$ cat src/rtl/core/slpd_pkg.sv
`timescale 1ns / 1ps
`default_nettype none
// ============================================================================
// slpd_pkg
// Shared types and constants for the sync/length packet deframer.
// ============================================================================
package slpd_pkg;

    localparam logic [7:0]  SYNC_BYTE    = 8'h5a;
    localparam logic [23:0] POS_LEN0     = 24'd4;   // first length byte
    localparam logic [23:0] POS_LEN3     = 24'd7;   // last length byte
    localparam logic [23:0] HEADER_BYTES = 24'd8;   // also the type byte position

    localparam int unsigned   MAX_LEN_W       = 24;
    localparam logic [23:0]   MAX_LEN_RESET   = 24'd2622464;
    localparam int unsigned   CFG_IDX_W       = 1;
    localparam int unsigned   CFG_DATA_W      = 24;

    // Configuration register indexes
    localparam logic [CFG_IDX_W-1:0] CFG_MAX_LEN    = 1'b0;
    localparam logic [CFG_IDX_W-1:0] CFG_BIG_ENDIAN = 1'b1;

    typedef enum logic [2:0] {
        ROLE_DISCARD = 3'd0,
        ROLE_SYNC    = 3'd1,
        ROLE_LENGTH  = 3'd2,
        ROLE_TYPE    = 3'd3,
        ROLE_PAYLOAD = 3'd4
    } t_role;

    typedef enum logic [1:0] {
        ST_OK        = 2'd0,
        ST_SESSION   = 2'd1,
        ST_TOO_LARGE = 2'd2,
        ST_TOO_SHORT = 2'd3
    } t_status;

    typedef struct packed {
        logic [7:0] out_byte;
        t_role      role;
        logic       packet_end;
        t_status    status;
    } t_result;

endpackage
`default_nettype wire

$ cat src/rtl/core/slpd_step.sv
`timescale 1ns / 1ps
`default_nettype none
// ============================================================================
// slpd_step
// Per-byte decode: classify one byte and compute the next frame state.
// ============================================================================
module slpd_step (
    input  wire logic [7:0]  i_rx_byte,
    input  wire logic [23:0] i_pos,
    input  wire logic [31:0] i_len,
    input  wire logic [23:0] i_max_len,
    input  wire logic        i_big_endian,
    output slpd_pkg::t_result o_result,
    output logic [23:0]      o_pos_next,
    output logic [31:0]      o_len_next
);
    import slpd_pkg::*;

    logic [31:0] w_prev;
    logic [31:0] w_len_acc;
    logic [23:0] w_pos_inc;

    assign w_prev    = (i_pos == POS_LEN0) ? 32'd0 : i_len;
    assign w_len_acc = i_big_endian ? {w_prev[23:0], i_rx_byte}
                                    : {i_rx_byte, w_prev[31:8]};
    assign w_pos_inc = i_pos + 24'd1;

    always_comb begin
        o_result.out_byte   = i_rx_byte;
        o_result.role       = ROLE_DISCARD;
        o_result.packet_end = 1'b0;
        o_result.status     = ST_OK;
        o_pos_next          = i_pos;
        o_len_next          = i_len;

        if (i_pos < POS_LEN0) begin
            // sync hunt: restart on any other byte
            if (i_rx_byte == SYNC_BYTE) begin
                o_result.role = ROLE_SYNC;
                o_pos_next    = w_pos_inc;
            end else begin
                o_pos_next    = '0;
            end
        end else if (i_pos < HEADER_BYTES) begin
            o_result.role = ROLE_LENGTH;
            o_len_next    = w_len_acc;
            o_pos_next    = w_pos_inc;
            if (i_pos == POS_LEN3) begin
                if (w_len_acc == 32'd0) begin
                    o_result.status = ST_SESSION;
                end else if (w_len_acc > {8'd0, i_max_len}) begin
                    o_result.status = ST_TOO_LARGE;
                end else if (w_len_acc <= {8'd0, HEADER_BYTES}) begin
                    o_result.status = ST_TOO_SHORT;
                end
                if (o_result.status != ST_OK) begin
                    o_pos_next = '0;
                end
            end
        end else begin
            o_result.role = (i_pos == HEADER_BYTES) ? ROLE_TYPE : ROLE_PAYLOAD;
            o_pos_next    = w_pos_inc;
            if (({8'd0, w_pos_inc} >= i_len) || (w_pos_inc == 24'd0)) begin
                o_result.packet_end = 1'b1;
                o_pos_next          = '0;
            end
        end
    end

endmodule
`default_nettype wire

$ cat src/rtl/core/sync_length_packet_deframer_unit.sv
`timescale 1ns / 1ps
`default_nettype none
// ============================================================================
// sync_length_packet_deframer_unit
// Splits a received byte stream into length-prefixed packets.
// ============================================================================
// Usage:
//   Input channel (i_valid / o_stall) carries one received byte per
//   transaction. Output channel (o_valid / i_stall) carries one result per
//   input byte: the byte itself, its role (discarded, sync, length, type,
//   payload), a packet-end mark and a frame status reported on the last
//   length byte (ok, session reset, too large, too short).
//   A frame is four 0x5a sync bytes, a 32-bit total length (header included)
//   in the configured byte order, a type byte and the payload.
//   Throughput is one byte per cycle while the receiver does not stall:
//   the whole decode is a compare, a shift-in and a 24-bit counter
//   between the frame state registers and the result register.
//   The configuration port (i_cfg_valid / o_cfg_ready) is always ready; write
//   it only while the block is idle.
//   Reset clears the frame state to the sync hunt, empties the result
//   register and loads the default maximum length and big-endian order.
//   When the receiver stalls with a result pending, the result holds and
//   o_stall rises so the sender holds its byte; a waiting result being taken
//   frees the slot for a new byte in the same cycle.
// ============================================================================
module sync_length_packet_deframer_unit (
    input  wire logic                            i_clk,
    input  wire logic                            i_rst_n,
    // byte input
    input  wire logic                            i_valid,
    output logic                                 o_stall,
    input  wire logic [7:0]                      i_rx_byte,
    // result output
    output logic                                 o_valid,
    input  wire logic                            i_stall,
    output logic [7:0]                           o_out_byte,
    output logic [2:0]                           o_byte_role,
    output logic                                 o_packet_end,
    output logic [1:0]                           o_frame_status,
    // configuration
    input  wire logic                            i_cfg_valid,
    output logic                                 o_cfg_ready,
    input  wire logic [slpd_pkg::CFG_IDX_W-1:0]  i_cfg_index,
    input  wire logic [slpd_pkg::CFG_DATA_W-1:0] i_cfg_data
);
    import slpd_pkg::*;

    // configuration registers
    logic [23:0] r_max_len;
    logic        r_big_endian;

    // frame state
    logic [23:0] r_pos;
    logic [31:0] r_len;
    logic [23:0] n_pos;
    logic [31:0] n_len;

    // result register
    logic        r_valid;
    t_result     r_res;
    t_result     n_res;

    logic        w_in_accept;

    assign o_cfg_ready = 1'b1;

    // Hold the sender only while a result waits on a stalled receiver.
    assign o_stall     = r_valid & i_stall;
    assign w_in_accept = i_valid & ~o_stall;

    slpd_step u_step (
        .i_rx_byte    (i_rx_byte),
        .i_pos        (r_pos),
        .i_len        (r_len),
        .i_max_len    (r_max_len),
        .i_big_endian (r_big_endian),
        .o_result     (n_res),
        .o_pos_next   (n_pos),
        .o_len_next   (n_len)
    );

    // Configuration writes
    always_ff @(posedge i_clk) begin
        if (!i_rst_n) begin
            r_max_len    <= MAX_LEN_RESET;
            r_big_endian <= 1'b1;
        end else if (i_cfg_valid && o_cfg_ready) begin
            case (i_cfg_index)
                CFG_MAX_LEN:    r_max_len    <= i_cfg_data[MAX_LEN_W-1:0];
                CFG_BIG_ENDIAN: r_big_endian <= i_cfg_data[0];
                default:        ;
            endcase
        end
    end

    // Advance frame state and load the result on every accepted byte
    always_ff @(posedge i_clk) begin
        if (!i_rst_n) begin
            r_pos   <= '0;
            r_len   <= '0;
            r_valid <= 1'b0;
        end else if (w_in_accept) begin
            r_pos   <= n_pos;
            r_len   <= n_len;
            r_valid <= 1'b1;
        end else if (!i_stall) begin
            // result taken, nothing new: drop valid
            r_valid <= 1'b0;
        end
    end

    always_ff @(posedge i_clk) begin
        if (w_in_accept) begin
            r_res <= n_res;
        end
    end

    assign o_valid        = r_valid;
    assign o_out_byte     = r_res.out_byte;
    assign o_byte_role    = r_res.role;
    assign o_packet_end   = r_res.packet_end;
    assign o_frame_status = r_res.status;

    // ------------------------------------------------------------------
    // Assertions
    // ------------------------------------------------------------------
    a_status_on_length: assert property (@(posedge i_clk) disable iff (!i_rst_n)
        (r_valid && r_res.status != ST_OK) |-> (r_res.role == ROLE_LENGTH))
        else $error("frame status on a non-length byte");

    a_end_in_packet: assert property (@(posedge i_clk) disable iff (!i_rst_n)
        (r_valid && r_res.packet_end) |->
        (r_res.role == ROLE_TYPE || r_res.role == ROLE_PAYLOAD))
        else $error("packet end outside a packet");

    a_error_rehunts: assert property (@(posedge i_clk) disable iff (!i_rst_n)
        (w_in_accept && (n_res.status != ST_OK || n_res.packet_end)) |=>
        (r_pos == 24'd0))
        else $error("no return to sync hunt after frame end or error");

    a_pos_below_len: assert property (@(posedge i_clk) disable iff (!i_rst_n)
        (r_pos >= HEADER_BYTES) |-> ({8'd0, r_pos} < r_len))
        else $error("byte position ran past packet length");

endmodule
`default_nettype wire
$ cat config.mk
export PLATFORM = sky130hd
export DESIGN_NAME = sync_length_packet_deframer_unit
export DESIGN_NICKNAME = d
export VERILOG_FILES = /design/src/rtl/core/slpd_pkg.sv /design/src/rtl/core/slpd_step.sv /design/src/rtl/core/sync_length_packet_deframer_unit.sv
export SDC_FILE = /design/constraint.sdc
export NUM_CORES = 1
export LEC_CHECK = 0
export ABC_AREA = 1
export ABC_CLOCK_PERIOD_IN_PS = 3200
export BUFFER_PORTS_ARGS = -buffer_cell sky130_fd_sc_hd__buf_2
export CAP_MARGIN = 15
export CORE_MARGIN = 1
export CORE_UTILIZATION = 30
export CTS_BUF_LIST = sky130_fd_sc_hd__clkbuf_16
export CTS_CLUSTER_DIAMETER = 50
export DETAILED_ROUTE_END_ITERATION = 10
export GPL_TIMING_DRIVEN = 0
export SLEW_MARGIN = 40
export SYNTH_ARGS = -nofsm -noshare
export SYNTH_HDL_FRONTEND = slang
export SYNTH_HIERARCHICAL = 1
export SYNTH_SLANG_ARGS = --single-unit
export TNS_END_PERCENT = 1
$ cat constraint.sdc
create_clock -name i_clk -period 3.2 [get_ports i_clk]
set_input_delay 0.16 -clock i_clk [delete_from_list [all_inputs] [get_ports i_clk]]
set_output_delay 0.16 -clock i_clk [all_outputs]
set_load 0.05 [all_outputs]
==> metrics.md, run 1 <==
| Metric | Value |
|---|---|
| Power density of the placed cells | 383.1 mW/mm^2 |
| Leading cell types in the layout, fill and taps excluded | sky130_fd_sc_hd__nand2_1 (270), sky130_fd_sc_hd__inv_1 (192), sky130_fd_sc_hd__nor2_1 (168) |
| Synthesized instance count | 1237 |
| Post-synth EDFFs | 14 |
| Detailed-routing iteration count for the pre-antenna-repair pass | 6 |
| Fin. max-slew vios | 0 |
| Hold Vio Cnt, Final | 0 |
| Global router's overall resource usage | 0.1886 |
| Final period utilization | 1.022 |
| Number of distinct library cells after synthesis | 35 |
| Number of vias per cell after detailed routing | 4.815 |
| Clock-pin slew reported for the worst setup and hold paths after clock tree synthesis | 0.07 ns |
| Weighted congestion reported at the end of routability-driven placement | 0.9074 |
| Synth Area in Compound Gates | 0.1066 |
| Critical path launch point type | flop |
| H-Tree Depth | 3 |
| Arrival time at the worst endpoint | 3.57 ns |
| Max Cap Viol | 0 |
| Final-layout fill cell count | 2572 |
| Cell type of the slowest stage on the worst timing path | sky130_fd_sc_hd__dfxtp_2 |
| Max clock buf depth | 2 |
| Initial core utilization | 0.3071 |
| Clock period minus worst slack | 3.270 ns |
| Post-Synth Adder-Cell Area | 0.08326 |
| Unrepaired setup endpoints after global routing | yes |
| Number of nets at the end of the flow | 1436 |
| Global-route wire length before repair | 38330 microns |
| Post-detailed-route wirelength per cell | 14.54 microns |
| Outcome | finished, violations left |
| Count of buffers from port buffering | 51 |
| CP Max Fanout | 5 |
| Share of cell area taken by muxes after synthesis | 0 |
| Failing checks | negative setup slack |
| Worst relative slew slack | 0.4676 |
| Max stage delay on crit path | 0.33 ns |
| Worst path most repeated cell | sky130_fd_sc_hd__buf_4 |
| Count of placed standard cells including taps | 1612 |
| Die width | 160.3 microns |
| Main flop type after synthesis | sky130_fd_sc_hd__dfxtp_1 |
| Leftover overflow at the end of global routing | 0 |
| Area growth from synthesis to layout | 26.76% |
| Post-Syn Area per Cell | 6.074 sq um |
| Total leakage power | 0.004566 uW |
| Largest family of logic cells by synthesized area | simple AND/OR/NAND/NOR gates |
| Total buffers and inverters traversed by the critical path | 13 |
| Synthesized Nets | 1325 |
| Post-layout total power | 3649 uW |
| Number of flip-flops and latches in the synthesized netlist | 96 |
| Sequential area share after synthesis | 0.2744 |
| Num CTS Buffers | 9 |
| Final non-filler cell total | 1677 |
| Most common cell after layout, fill and taps aside | sky130_fd_sc_hd__nand2_1 |
| Worst IR drop on VDD | 0.0002792 V |
| Largest delay share family, worst path | buffers and inverters |
| Category of the worst setup path capture point | flop |
| Post-DP HPWL | 18050 microns |
| Number of core rows | 57 |
| Post-route core utilization | 0.3893 |
| Clock Root Buffer | sky130_fd_sc_hd__clkbuf_16 |
| Fraction of final layout cells with drive strength greater than 1 | 0.2225 |
| Clock skew after layout | 0.01415 ns |
| Slew @ Worst Pin | 0.7977 ns |
| WHS | 0.004478 ns |
| Number of global-route vias before repair | 7342 |
| Setup violations, final | 21 |
| TNS Setup | -0.9470 ns |
| Number of antenna cells inserted | 0 |
| Total core area | 0.02446 sq mm |
| Data required time of the critical path | 3.50 ns |
| Detailed-route DRC error count | 0 |
| TritonCTS clock tree | built |
| Xor/xnor cell area share of the yosys netlist | 0.008160 |
| Die Y | 160.3 microns |
| Count of clock tree sinks | 96 |
| Warnings from Yosys | 6 |
| Number of vias after detailed routing | 8074 |
| Area fraction in and, or, nand and nor cells after synthesis | 0.3657 |
| Crit Path Category | flop to flop |
| Setup slack of the critical path after layout | -0.07000 ns |
| Drt first-iter violations | 667 |
| Async set-or-reset flop fraction in the synthesized netlist | 0 |
| Class of the tightest hold or removal check | input pin to flop |
| Final WL | 24380 microns |
| Clock Latency Late Sink | 0.37 ns |
| Largest net degree at the start of global routing | 18 |
| Antenna Nets Post-Route | 0 |
| Ports placed on the boundary | 55 |
| Post-Synthesis Cell Area | 0.007513 sq mm |
| Initial antenna violation count | 0 |
| Maximum achievable frequency | 305.8 MHz |
| Total Die Area | 0.02568 sq mm |
synthesized netlist by cell type, types with 9 or more instances:
library cell	count	area, sq um
sky130_fd_sc_hd__clkbuf_1	19	71.32
sky130_fd_sc_hd__edfxtp_1	14	420.4
sky130_fd_sc_hd__a21oi_1	78	390.4
sky130_fd_sc_hd__inv_1	207	777.0
sky130_fd_sc_hd__dfxtp_1	82	1642
sky130_fd_sc_hd__buf_2	24	120.1
sky130_fd_sc_hd__ha_1	50	625.6
sky130_fd_sc_hd__nand2_1	298	1119
sky130_fd_sc_hd__nor2_1	187	701.9
sky130_fd_sc_hd__buf_4	16	120.1
sky130_fd_sc_hd__nand4_1	18	112.6
sky130_fd_sc_hd__nand3_1	96	480.5
sky130_fd_sc_hd__nand3b_1	21	157.7
sky130_fd_sc_hd__buf_6	9	101.4
sky130_fd_sc_hd__nor3_1	10	50.05
sky130_fd_sc_hd__o21ai_0	69	345.3
routing by layer:
layer	routed length, microns	global-route usage
met1	10830	0.2506
met2	11190	0.3073
met3	1635	0.02519
met4	727	0.07576
met5	0	0
registers in the layout, indices dropped and copies added, names as in the netlist:
register        count
o_byte_role         3
o_valid             1
r_big_endian        1
r_len              32
o_out_byte          8
o_frame_status      2
r_max_len          24
o_packet_end        1
r_pos              24
metrics by stage:
stage	setup WS, ns	cell area (sq um)
6_report	-0.07000	9524
2_1_floorplan	0.1683	7513
3_3_place_gp	-0.6484	8174
4_1_cts	-0.06294	9085
5_1_grt	-0.3300	9524
3_5_place_dp	-0.6507	8177
worst register-to-register path, delay by kind of cell, from the launching register on:
kind	cells	cell delay (ns)
buffers and inverters	13	1.48
AND/OR/NAND/NOR	15	1.22
AO/OA/AOI/OAI	1	0.18
flip-flops	1	0.33
cell type report:
type	instances	area [sq um]	share of cell area
repair buffers	100	683.2	0.07173
inverters	213	812.0	0.08526
plain buffers	68	440.4	0.04624
flip-flops and latches	96	2088	0.2193
clock inverters	7	55.05	0.005780
clock buffers	9	225.2	0.02365
well taps	324	405.4	0.04256
multi-input cells	860	4815	0.5055
final timing paths:
check	from	to	slack [ns]	cells past startpoint
max reg2reg	r_pos[2]	r_pos[19]	-0.07	29
max	r_pos[2]	r_pos[19]	-0.07	29
min	i_cfg_data[21]	r_max_len[21]	0.004	3
min reg2reg	r_max_len[3]	r_max_len[3]	0.49	2
repair_timing:
item,CTS,global route
setup buffers,38,8
pin swaps,40,58
hold buffers,2,0
gates resized for setup,94,84
endpoints found under the setup margin,27,25
hold endpoints to repair,2,0
gates cloned,1,0
power breakdown:
group | total, uW | switching (uW) | internal, uW
clock network | 1060 | 526 | 536
logic | 1190 | 723 | 464
registers | 1400 | 87.5 | 1310
logic make-up after synthesis:
kind of cell | after synthesis
other | 1
AOI/OAI and AO/OA | 156
xor gates and xnor gates | 7
buffers and inverters | 281
and+or+nand+nor | 646
adders and majority gates | 50
DFF | 96
Note: power is estimated with default switching activity, not from simulation.
==> run 2, diff against run 1 <==
--- a/config.mk
+++ b/config.mk
@@ -17,2 +17,3 @@
 export GPL_TIMING_DRIVEN = 0
+export HOLD_SLACK_MARGIN = 0.12
 export SLEW_MARGIN = 40
==> constraint.sdc (replaced) <==
create_clock -name i_clk -period 3.2 [get_ports i_clk]
set_input_delay 0.48 -clock i_clk [delete_from_list [all_inputs] [get_ports i_clk]]
set_output_delay 0.48 -clock i_clk [all_outputs]
set_load 0.05 [all_outputs]
==> metrics.md, run 2 (synthesis results as in run 1) <==
| Metric | Value |
|---|---|
| Data required time of the critical path | 3.49 ns (about the same) |
| Number of nets at the end of the flow | 1434 (-0.14%) |
| CP Max Fanout | 6 (+1) |
| Leftover overflow at the end of global routing | 0 (unchanged) |
| Count of clock tree sinks | 96 (unchanged) |
| Fraction of final layout cells with drive strength greater than 1 | 0.2228 (+0.0003293) |
| Category of the worst setup path capture point | flop |
| Number of antenna cells inserted | 0 (unchanged) |
| Number of vias per cell after detailed routing | 4.830 (+0.33%) |
| Antenna Nets Post-Route | 0 (unchanged) |
| Detailed-route DRC error count | 0 (unchanged) |
| Clock-pin slew reported for the worst setup and hold paths after clock tree synthesis | 0.07 ns (about the same) |
| Critical path launch point type | flop |
| Flip-flop count of the largest register, all copies and words added | 32 (unchanged) |
| Power density of the placed cells | 384.1 mW/mm^2 (+0.26%) |
| Leading cell types in the layout, fill and taps excluded | sky130_fd_sc_hd__nand2_1 (270), sky130_fd_sc_hd__inv_1 (192), sky130_fd_sc_hd__nor2_1 (168) |
| Global-route wire length before repair | 38290 microns (-0.11%) |
| Largest registers | r_len x32, r_max_len x24, r_pos x24 |
| Final period utilization | 1.021 (-0.001132) |
| Post-place instance area | 0.008177 sq mm (unchanged) |
| Ports placed on the boundary | 55 (unchanged) |
| Max clock buf depth | 2 (unchanged) |
| Initial antenna violation count | 0 (unchanged) |
| Count of buffers from port buffering | 51 (unchanged) |
| Setup slack of the critical path after layout | -0.06638 ns (+0.003623 ns) |
| Crit Path Category | flop to flop |
| Clock skew after layout | 0.01395 ns (-0.0001929 ns) |
| Clock period minus worst slack | 3.266 ns (-0.003623 ns) |
| Post-detailed-route wirelength per cell | 14.56 microns (+0.16%) |
| Cell area after layout | 0.009504 sq mm (-0.21%) |
| Fin. max-slew vios | 0 (unchanged) |
| Die width | 160.3 microns (unchanged) |
| Global router's overall resource usage | 0.1885 (about the same) |
| Failing checks | negative setup slack |
| Slew @ Worst Pin | 0.8037 ns (+0.006034 ns) |
| Drt first-iter violations | 613 (-8.1%) |
| Most common cell after layout, fill and taps aside | sky130_fd_sc_hd__nand2_1 |
| Area of all sequential standard cells | 0.002088 sq mm (unchanged) |
| Hold Vio Cnt, Final | 0 (unchanged) |
| Worst relative slew slack | 0.4636 (-0.004027) |
| Area growth from synthesis to layout | 26.49% |
| Max Cap Viol | 0 (unchanged) |
| Register with the most flip-flops | r_len |
| Weighted congestion reported at the end of routability-driven placement | 0.9074 (unchanged) |
| Initial core utilization | 0.3071 (unchanged) |
| Class of the tightest hold or removal check | input pin to flop |
| Unrepaired setup endpoints after global routing | yes |
| Detailed-routing iteration count for the pre-antenna-repair pass | 5 (-1) |
| Die Y | 160.3 microns (unchanged) |
| Total Die Area | 0.02568 sq mm (unchanged) |
| Post-DP HPWL | 18050 microns (unchanged) |
| Final-layout fill cell count | 2573 (+0.039%) |
| H-Tree Depth | 3 (unchanged) |
| Worst IR drop on VDD | 0.0002799 V (+0.26%) |
| Final WL | 24390 microns (about the same) |
| Maximum achievable frequency | 306.1 MHz (+0.11%) |
| Number of vias after detailed routing | 8091 (+0.21%) |
| TritonCTS clock tree | built |
| Num CTS Buffers | 9 (unchanged) |
| Arrival time at the worst endpoint | 3.56 ns (about the same) |
| Number of global-route vias before repair | 7331 (-0.15%) |
| Total core area | 0.02446 sq mm (unchanged) |
| Placement Setup Slack | -0.6507 ns (unchanged) |
| Clock Latency Late Sink | 0.37 ns (about the same) |
| Total leakage power | 0.004557 uW (-0.18%) |
| Area of the multi-input gates | 0.004815 sq mm (unchanged) |
| Number of core rows | 57 (unchanged) |
| Post-cts hold buffer count | 0 (-2) |
| Outcome | finished, violations left |
| Largest net degree at the start of global routing | 18 (unchanged) |
| Setup violations, final | 20 (-4.8%) |
| Clock Root Buffer | sky130_fd_sc_hd__clkbuf_16 |
[run 2: cell types whose count changed in the layout (fill, tap and decap cells not counted), sizes merged]
cell / delta
dlygate4sd3: -2
[run 2: where the power goes]
part / switching [uW] / internal (uW) / total (uW) / leakage (uW)
Clock: 530 / 536 / 1070 / 0.000132
Combinational: 723 / 463 / 1190 / 0.00361
Sequential: 87.0 / 1310 / 1400 / 0.000818
[run 2: final cells by class]
cell class                      count  area share
Buffer                             68     0.04634
Multi-Input combinational cell    860      0.5066
Timing Repair Buffer               98     0.06977
Clock buffer                        9     0.02370
Sequential cell                    96      0.2197
Tap cell                          324     0.04265
Inverter                          213     0.08544
Clock inverter                      7    0.005793
[run 2: per-stage QoR]
step	setup TNS, ns	total power (uW)	util	instances	hold WS (ns)
global route	-6.760	3861	0.3885	1675	0.3297
global placement	-15.20	2358	0.3342	1612	0.4610
finish	-0.6712	3650	0.3885	1675	0.3160
floorplan	0	2109	-	1237	0.4268
detailed placement	-15.23	2376	0.3343	1612	0.4691
CTS	-0.4326	3548	0.3706	1667	0.3116
[run 2: worst paths after layout]
kind                                      from             to  slack (ns)  cells past startpoint
worst min register to register   r_max_len[20]  r_max_len[20]        0.49                      2
worst max-delay path                  r_pos[2]       r_pos[3]       -0.07                     23
worst min-delay path            i_cfg_data[19]  r_max_len[19]        0.32                      3
worst max register to register        r_pos[2]       r_pos[3]       -0.07                     23
[run 2: layer usage]
| layer | wire [microns] | track usage | up-vias | share of wire |
|---|---|---|---|---|
| met3 | 1639 | 0.02519 | 49 | 0.067 |
| li1 | - | - | 4080 | - |
| met2 | 11240 | 0.3069 | 272 | 0.46 |
| met1 | 10850 | 0.2505 | 3690 | 0.45 |
| met5 | 0 | 0 | - | 0 |
| met4 | 654 | 0.07576 | 0 | 0.027 |
[run 2: repair_timing]
item / 4_1_cts / 5_1_grt
gates resized for setup: 94 / 84
setup buffers: 38 / 8
gates cloned: 1 / 0
pin swaps: 40 / 58
setup endpoints to repair: 27 / 25
endpoints found under the hold margin: 0 / 0
[run 2: critical path: stages, from the launching register on]
cell,delay [ns]
sky130_fd_sc_hd__dfxtp_2,0.33
sky130_fd_sc_hd__buf_6,0.14
sky130_fd_sc_hd__buf_6,0.11
sky130_fd_sc_hd__nand3_1,0.08
sky130_fd_sc_hd__nor2_2,0.16
sky130_fd_sc_hd__nand3_4,0.14
sky130_fd_sc_hd__buf_6,0.17
sky130_fd_sc_hd__nand2_1,0.09
sky130_fd_sc_hd__inv_1,0.07
sky130_fd_sc_hd__ha_1,0.27
sky130_fd_sc_hd__nand4_1,0.18
sky130_fd_sc_hd__nor3_4,0.22
sky130_fd_sc_hd__nand2_2,0.12
sky130_fd_sc_hd__nor4_4,0.30
sky130_fd_sc_hd__a21oi_2,0.05
sky130_fd_sc_hd__nor2_1,0.13
sky130_fd_sc_hd__nand2_1,0.10
sky130_fd_sc_hd__nand2_2,0.11
sky130_fd_sc_hd__nand2_1,0.07
sky130_fd_sc_hd__nor2_2,0.10
sky130_fd_sc_hd__inv_1,0.05
sky130_fd_sc_hd__nand3_1,0.07
sky130_fd_sc_hd__nand2_1,0.05
sky130_fd_sc_hd__nor2_1,0.09
==> run 3, diff against run 2 <==
- SKIP_CTS_REPAIR_TIMING: not set -> 1
==> metrics.md, run 3 (synthesis results as in run 1) <==
| Metric | Value |
|---|---|
| TritonCTS clock tree | built |
| Failing checks | negative setup slack |
| Switching share of power | 0.3647 (-0.002358) |
| Data required time of the critical path | 3.46 ns (-0.03 ns) |
| Drt first-iter violations | 629 (+2.6%) |
| Global-route wire length before repair | 36470 microns (-4.7%) |
| Leftover overflow at the end of global routing | 0 (unchanged) |
| Cell area after layout | 0.009185 sq mm (-3.4%) |
| Total leakage power | 0.004447 uW (-2.4%) |
| Initial antenna violation count | 0 (unchanged) |
| TNS Setup | -2.133 ns (-1.462 ns) |
| Number of antenna cells inserted | 0 (unchanged) |
| Area of all sequential standard cells | 0.002086 sq mm (-0.12%) |
| Number of global-route vias before repair | 7006 (-4.4%) |
| Detailed-route DRC error count | 0 (unchanged) |
| Critical path launch point type | flop |
| Setup slack of the critical path after layout | -0.1270 ns (-0.06065 ns) |
| Max clock buf depth | 2 (unchanged) |
| Count of buffers from port buffering | 51 (unchanged) |
| Leading cell types in the layout, fill and taps excluded | sky130_fd_sc_hd__nand2_1 (277), sky130_fd_sc_hd__inv_1 (196), sky130_fd_sc_hd__nor2_1 (167) |
| Largest registers | r_len x32, r_max_len x24, r_pos x24 |
| Internal power | 2266 uW (-1.9%) |
| Category of the worst setup path capture point | flop |
| Crit Path Category | flop to flop |
| Slew @ Worst Pin | 0.7836 ns (-0.02018 ns) |
| Post-detailed-route wirelength per cell | 14.34 microns (-1.5%) |
| Post-place instance area | 0.008177 sq mm (unchanged) |
| Detailed-routing iteration count for the pre-antenna-repair pass | 5 (unchanged) |
| Worst path most repeated cell | sky130_fd_sc_hd__nand2_1 |
| Clock Latency Late Sink | 0.36 ns (about the same) |
| Die width | 160.3 microns (unchanged) |
| Global router's overall resource usage | 0.1789 (-0.009612) |
| CP Max Fanout | 7 (+1) |
| Post-DP HPWL | 18050 microns (unchanged) |
| Combinational fraction of design power | 0.309 (-0.016) |
| Outcome | finished, violations left |
| Number of vias per cell after detailed routing | 4.787 (-0.91%) |
| Total Die Area | 0.02568 sq mm (unchanged) |
| Total buffers and inverters traversed by the critical path | 6 (+1) |
| Unrepaired setup endpoints after global routing | yes |
| Fin. max-slew vios | 0 (unchanged) |
| Clock period minus worst slack | 3.327 ns (+0.06065 ns) |
| Count of clock tree sinks | 96 (unchanged) |
| H-Tree Depth | 3 (unchanged) |
| Clock skew after layout | 0.01233 ns (-0.001622 ns) |
| Fraction of final layout cells with drive strength greater than 1 | 0.1925 (-0.03032) |
| Total core area | 0.02446 sq mm (unchanged) |
| Arrival time at the worst endpoint | 3.58 ns (+0.02 ns) |
| Worst relative slew slack | 0.4771 (+0.01347) |
| Initial core utilization | 0.3071 (unchanged) |
| Cell type of the slowest stage on the worst timing path | sky130_fd_sc_hd__dfxtp_4 |
| Area of the multi-input gates | 0.004668 sq mm (-3.0%) |
| Clock-pin slew reported for the worst setup and hold paths after clock tree synthesis | 0.07 ns (about the same) |
| Number of vias after detailed routing | 7917 (-2.2%) |
| Hold Vio Cnt, Final | 0 (unchanged) |
| Setup violations, final | 24 (+20%) |
| Clock network fraction of total power | 0.298 (+0.006) |
| Weighted congestion reported at the end of routability-driven placement | 0.9074 (unchanged) |
| Post-layout total power | 3567 uW (-2.3%) |
| Final period utilization | 1.040 (+0.01895) |
| Largest delay share family, worst path | simple AND/OR/NAND/NOR gates |
| Num CTS Buffers | 9 (unchanged) |
| Power density of the placed cells | 388.4 mW/mm^2 (+1.1%) |
| Die Y | 160.3 microns (unchanged) |
| Final WL | 23720 microns (-2.7%) |
| Clock Root Buffer | sky130_fd_sc_hd__clkbuf_16 |
| Area growth from synthesis to layout | 22.25% |
| P_sw | 1301 uW (-2.9%) |
| Class of the tightest hold or removal check | input pin to flop |
| Maximum achievable frequency | 300.6 MHz (-1.8%) |
| Most common cell after layout, fill and taps aside | sky130_fd_sc_hd__nand2_1 |
| Number of nets at the end of the flow | 1413 (-1.5%) |
| Ports placed on the boundary | 55 (unchanged) |
| Antenna Nets Post-Route | 0 (unchanged) |
| Max stage delay on crit path | 0.41 ns (+0.08 ns) |
| Reg power frac | 0.393 (+0.010) |
| Largest net degree at the start of global routing | 18 (unchanged) |
| Placement Setup Slack | -0.6507 ns (unchanged) |
| Final-layout fill cell count | 2625 (+2.0%) |
| Max Cap Viol | 0 (unchanged) |
| Worst IR drop on VDD | 0.0002763 V (-1.3%) |
| Flip-flop count of the largest register, all copies and words added | 32 (unchanged) |
| Number of core rows | 57 (unchanged) |
| Register with the most flip-flops | r_len |
run 3: tightest hold or removal path: cells and delay by family:
| family | cells | cell delay [ns] |
|---|---|---|
| buf+inv | 1 | 0.07 |
| simple gates | 2 | 0.09 |
run 3: metal layers:
layer	vias up	track usage	wire, microns
li1	4040	-	-
met5	-	0	0
met1	3620	0.2427	11000
met3	31	0.02156	1413
met4	0	0.05887	469
met2	226	0.2927	10840
run 3: power groups by stage:
stage,logic (uW),registers (uW),clock network (uW)
CTS,962,1390,1090
global placement,939,1420,0
finish,1100,1400,1060
detailed placement,957,1420,0
global route,1250,1410,1130
floorplan,679,1430,0
run 3: worst paths after layout:
check / from / to / slack, ns / depth (start not counted)
worst max-delay path: r_pos[0] / r_pos[22] / -0.13 / 27
worst min-delay path: i_cfg_data[19] / r_max_len[19] / 0.32 / 3
worst max register to register: r_pos[0] / r_pos[22] / -0.13 / 27
worst min register to register: r_max_len[20] / r_max_len[20] / 0.49 / 2
run 3: layout make-up:
type / count / area share
clock inverter: 7 / 0.005994
buffer: 67 / 0.04849
inverter: 213 / 0.08786
sequential: 96 / 0.2271
clock buffer: 9 / 0.02452
timing repair buffer: 78 / 0.05367
multi-input combinational: 860 / 0.5082
tap: 324 / 0.04414
run 3: through the flow:
step                      utilization  cells  hold slack [ns]
after floorplan                     -   1237           0.4268
after global placement         0.3342   1612           0.4610
after detailed placement       0.3343   1612           0.4691
after CTS                      0.3457   1628           0.3116
after global routing           0.3755   1654           0.3310
final                          0.3755   1654           0.3184
